$ cat config.mk
export PLATFORM = sky130hd
export DESIGN_NAME = prfl_ram
export DESIGN_NICKNAME = d
export VERILOG_FILES = /design/src/hdl/prfl_ram.sv
export SDC_FILE = /design/constraint.sdc
export NUM_CORES = 1
export LEC_CHECK = 0
export ABC_AREA = 0
export BUFFER_PORTS_ARGS = -buffer_cell sky130_fd_sc_hd__buf_4
export CORE_MARGIN = 3
export CORE_UTILIZATION = 35
export CTS_CLUSTER_DIAMETER = 80
export CTS_CLUSTER_SIZE = 28
export DETAILED_ROUTE_END_ITERATION = 6
export GPL_ROUTABILITY_DRIVEN = 0
export PLACE_DENSITY = 0.58
export SYNTH_ARGS = -nofsm -noshare
export SYNTH_HDL_FRONTEND = slang
export SYNTH_SLANG_ARGS = --single-unit
$ cat constraint.sdc
create_clock -name clk_i -period 4.83 [get_ports clk_i]
set_clock_uncertainty 0.05 [all_clocks]
set_input_delay 0 -clock clk_i [delete_from_list [all_inputs] [get_ports clk_i]]
set_output_delay 0 -clock clk_i [all_outputs]
set_load 0.01 [all_outputs]
$ cat src/hdl/prfl_ram.sv
// Single-port-write, registered-read synchronous memory.
module prfl_ram #(
  parameter int unsigned DEPTH = 64,
  parameter int unsigned AW    = 6,
  parameter int unsigned DW    = 8
) (
  input  logic          clk_i,
  input  logic          we_i,
  input  logic [AW-1:0] waddr_i,
  input  logic [DW-1:0] wdata_i,
  input  logic          re_i,
  input  logic [AW-1:0] raddr_i,
  output logic [DW-1:0] rdata_o
);
  logic [DW-1:0] mem_q [DEPTH];
  logic [DW-1:0] rdata_q;

  always_ff @(posedge clk_i) begin
    if (we_i) mem_q[waddr_i] <= wdata_i;
    if (re_i) rdata_q <= mem_q[raddr_i];
  end

  assign rdata_o = rdata_q;
endmodule

======== Word-level counts from Yosys, hierarchy flattened ========
Memories as Yosys holds them, arrays and structs flattened. A register that Yosys moved wholly into a read port is not among the register bits.
Index checks and enable logic that the tools add are counted.
word-level totals
  bits in writable memories ............... 512
  input bits .............................. 23
  register bits ........................... 0
  memories ................................ 1
  logic and storage cells ................. 3
  output and inout port bits .............. 8
memories
  memory  depth  bits a word  rd ports  clocked after Yosys merged registers in  wr ports  line  RTL
  mem_q   64     8            1         1                                        1         15    logic [DW-1:0] mem_q [DEPTH];
operators by class
  muxes and demuxes ....................... 2
operators with widths
  kind               count
  1-bit two-way mux  2

======== Depth between registers and ports, before layout ========
  depth after elaboration ................. 2
  mapped depth ............................ 9
  mapped depth without buffers ............ 5

======== Least setup slack after synthesis ========
Ideal clock, no wire load.
  path kind ............................... reg-to-reg
  from .................................... memory mem_q[29][4]
  to ...................................... register rdata_q[4] (netlist: rdata_o[4]), read port of mem_q (data pin)
  stages on the path, launching flop included .. 6
  setup slack ............................. 2.950 ns
  data arrival time ....................... 1.560 ns
  period minus slack after synthesis ...... 1.880 ns
  required time ........................... 4.510 ns
  setup time .............................. 0.270 ns
  path buffers ............................ 0
  path through ............................ edfxtp_1 -> mux4_2 -> mux2_2 -> o221a_2 -> nor3_1 -> o32ai_1
RTL lines
  what         line  RTL
  from (decl)  15
  to (decl)    16    logic [DW-1:0] rdata_q;

==> results.cfg <==
[run_status]
outcome = complete, no violations

[synth]
synth-edff-count = 520
dominantRegCellSynth = edfxtp_1
async_flop_share_pct = 0
ys_warn_count = 0
syn_avg_cell_area_um2 = 21.5
postSynthNetCount = 963
ys_ff_latch = 520
syn_inst = 940
post_synth_num_cell_types = 39
netlist_area_um2 = 20200
yosysSeqAreaShare_pct = 77.1

[setup_path]
cp.arrival_ps = 2580
start_kind = register
crit_required_ps = 5100
end_kind = register
reg2regPathDepth = 4
worstSetupPathType = reg2reg
critical_path_peak_fanout = 1

[drt]
drcViolationCount = 0
viasPerCell = 5.42
routedWlPerCell_um = 26.3
dr.pass1.iters = 5
drtAntennaViolNets = 0
totalWireLength_um = 46000
vias = 9469
drt_iter0_drc = 1123

[place]
hpwlAfterDp_um = 27600
place.port_buffers = 30

[floorplan]
coreArea_um2 = 56800
io_pins = 31
initial_core_util_pct = 35.6
die_area_um2 = 60800
die_h_um = 247
rows = 87
die_x_um = 247

[finish]
drive_gt1_share_pct = 22.5
finish.net_count = 996
fillerInstances = 5056
multi_input_area_um2 = 4320
regArea_um2 = 15600
utilization_pct = 39.1
synthToLayoutAreaGrowth_pct = 9.86

[timing]
slew_viol_final = 0
fin_setup_tns_ps = 0
hold_ws_ps = 56.9
slew_headroom_pct = 31.7
fmax_ghz = 0.433
period_share_pct = 47.9
grt_setup_unrepaired = false
finalHoldViolations = 0
period_needed_ps = 2310
setup_violations = 0
worst_pin_slew_ps = 1030

[min_path]
whs_path_depth = 3
min_path_type = in2reg

[clock_tree]
htreeDepth = 1
cts_tree = yes
cts_buffers = 26
cts_max_path_buffers = 3
cts.sinks = 520
cts_resized = 0
clockRootBuffer = clkbuf_16
cts_setup_buffers = 0
clk_latency_ps = 600
path_clk_slew_ps = 100

[pwr]
p_leak_uw = 0.00667
ir_drop_mv = 0.206
power_density_nw_per_um2 = 366

[grt]
grtUsageTotal_pct = 15.2
grt_pass1_wl_um = 67300
grt.overflow.total = 0
grt_max_degree = 65
antenna_found_initial = 1
grt_pass1_vias = 9457

[flow_run]
maxCapViolCount = 0
==> synth_stat cells, types with 3 or more instances <==
cell       count  area, µm²
edfxtp_1     520      15600
mux4_2       126       2840
nor2_1        83        312
mux2i_1       23        230
nand2_1       19       71.3
clkbuf_1      17       63.8
nor2b_1       14       87.6
buf_4         13       97.6
mux2_2        13        146
nand3_1       13       65.1
buf_2         11       55.1
o221ai_1       8       70.1
o22ai_1        8       50.1
nand2b_1       7       43.8
nor3_1         7       35.0
a221oi_1       6       52.6
a211oi_1       4       30.0
buf_1          4       15.0
buf_6          4       45.0
a21oi_1        3       15.0
a22oi_1        3       22.5
nand3b_1       3       22.5
o2111ai_1      3       26.3
o2bb2ai_1      3       26.3
==> sequential cells by signal, indices dropped and copies added (netlist names) <==
| name | flops |
|---|---|
| rdata_o | 8 |
| mem_q | 512 |
==> final cells by class <==
| cell class | count | area share (%) |
|---|---|---|
| Multi-Input combinational cell | 369 | 19.4 |
| Antenna cell | 1 | 0.0112 |
| Clock buffer | 29 | 3.07 |
| Clock inverter | 15 | 0.911 |
| Tap cell | 756 | 4.25 |
| Sequential cell | 520 | 70.2 |
| Timing Repair Buffer | 56 | 2.15 |
==> per-stage QoR <==
step                      setup slack, ps  area, µm²  cells  power, µW
after floorplan                      2950      20200    940       5380
after global placement               1860      21200   1685       5570
after detailed placement             1840      21200   1685       5580
after CTS                            2470      22200   1745       8220
after global routing                 2380      22200   1745       8400
final                                2520      22200   1746       8150
==> critical path: stages (launching register included) <==
cell and delay, ps:
edfxtp_1 390, mux4_2 440, nor2b_1 140, a2111oi_0 870, o41ai_1 150
==> kinds of logic (layout without fill, tap and decap cells) <==
family                 Yosys count  after routing  synth area share [%]
muxes                          162            162                  15.9
buffers and inverters           51            100                  1.56
and+or+nand+nor                153            153                  3.37
DFF                            520            520                  77.1
other                            0              1                     0
AOI/OAI and AO/OA               54             54                  2.06
==> routing by layer <==
metal  up-vias  GRT usage (%)  part of all wire (%)
met5         -              0                     0
met4         0           3.30                   1.7
met3        49           2.01                   6.0
met2       308           23.8                    47
met1      5142           22.7                    45
li1       3970              -                     -
==> placed cells by master (no fill, tap or decap), types with 2 or more instances in the layout <==
| master | instances |
|---|---|
| a2111oi_0 | 2 |
| a211oi_1 | 4 |
| a21oi_1 | 3 |
| a221oi_1 | 6 |
| a22oi_1 | 3 |
| buf_4 | 38 |
| bufinv_16 | 2 |
| clkbuf_1 | 2 |
| clkbuf_16 | 27 |
| clkinv_2 | 3 |
| dlygate4sd3_1 | 16 |
| edfxtp_1 | 520 |
| inv_12 | 2 |
| inv_8 | 3 |
| mux2_2 | 13 |
| mux2i_1 | 23 |
| mux4_2 | 126 |
| nand2_1 | 19 |
| nand2b_1 | 7 |
| nand3_1 | 13 |
| nand3b_1 | 3 |
| nand4_1 | 2 |
| nor2_1 | 83 |
| nor2b_1 | 14 |
| nor3_1 | 7 |
| nor4_1 | 2 |
| o2111ai_1 | 3 |
| o21a_1 | 2 |
| o21ai_0 | 2 |
| o21ai_1 | 2 |
| o221a_2 | 2 |
| o221ai_1 | 8 |
| o22ai_1 | 8 |
| o2bb2ai_1 | 3 |
| o32ai_1 | 2 |
| o41ai_1 | 2 |
==> where the power goes <==
part / leakage (µW) / internal, µW / total, µW / switching, µW
Clock: 0.000433 / 1190 / 2670 / 1480
Combinational: 0.00155 / 178 / 464 / 286
Sequential: 0.00469 / 5000 / 5010 / 15.9
Total: 0.00667 / 6360 / 8150 / 1780
==> final timing paths <==
| kind | to | slack, ps | startpoint |
|---|---|---|---|
| max | rdata_o[3] | 2520 | mem_q[0][3] |
| min | mem_q[49][5] | 60 | waddr_i[4] |
| max reg2reg | rdata_o[3] | 2520 | mem_q[0][3] |
| min reg2reg | rdata_o[6] | 880 | mem_q[26][6] |
==> timing repair <==
item / CTS / global route
hold buffers: 16 / 0
endpoints found under the hold margin: 522 / 0
endpoints found under the setup margin: 0 / 0
Power figures use the tool's default switching activity.
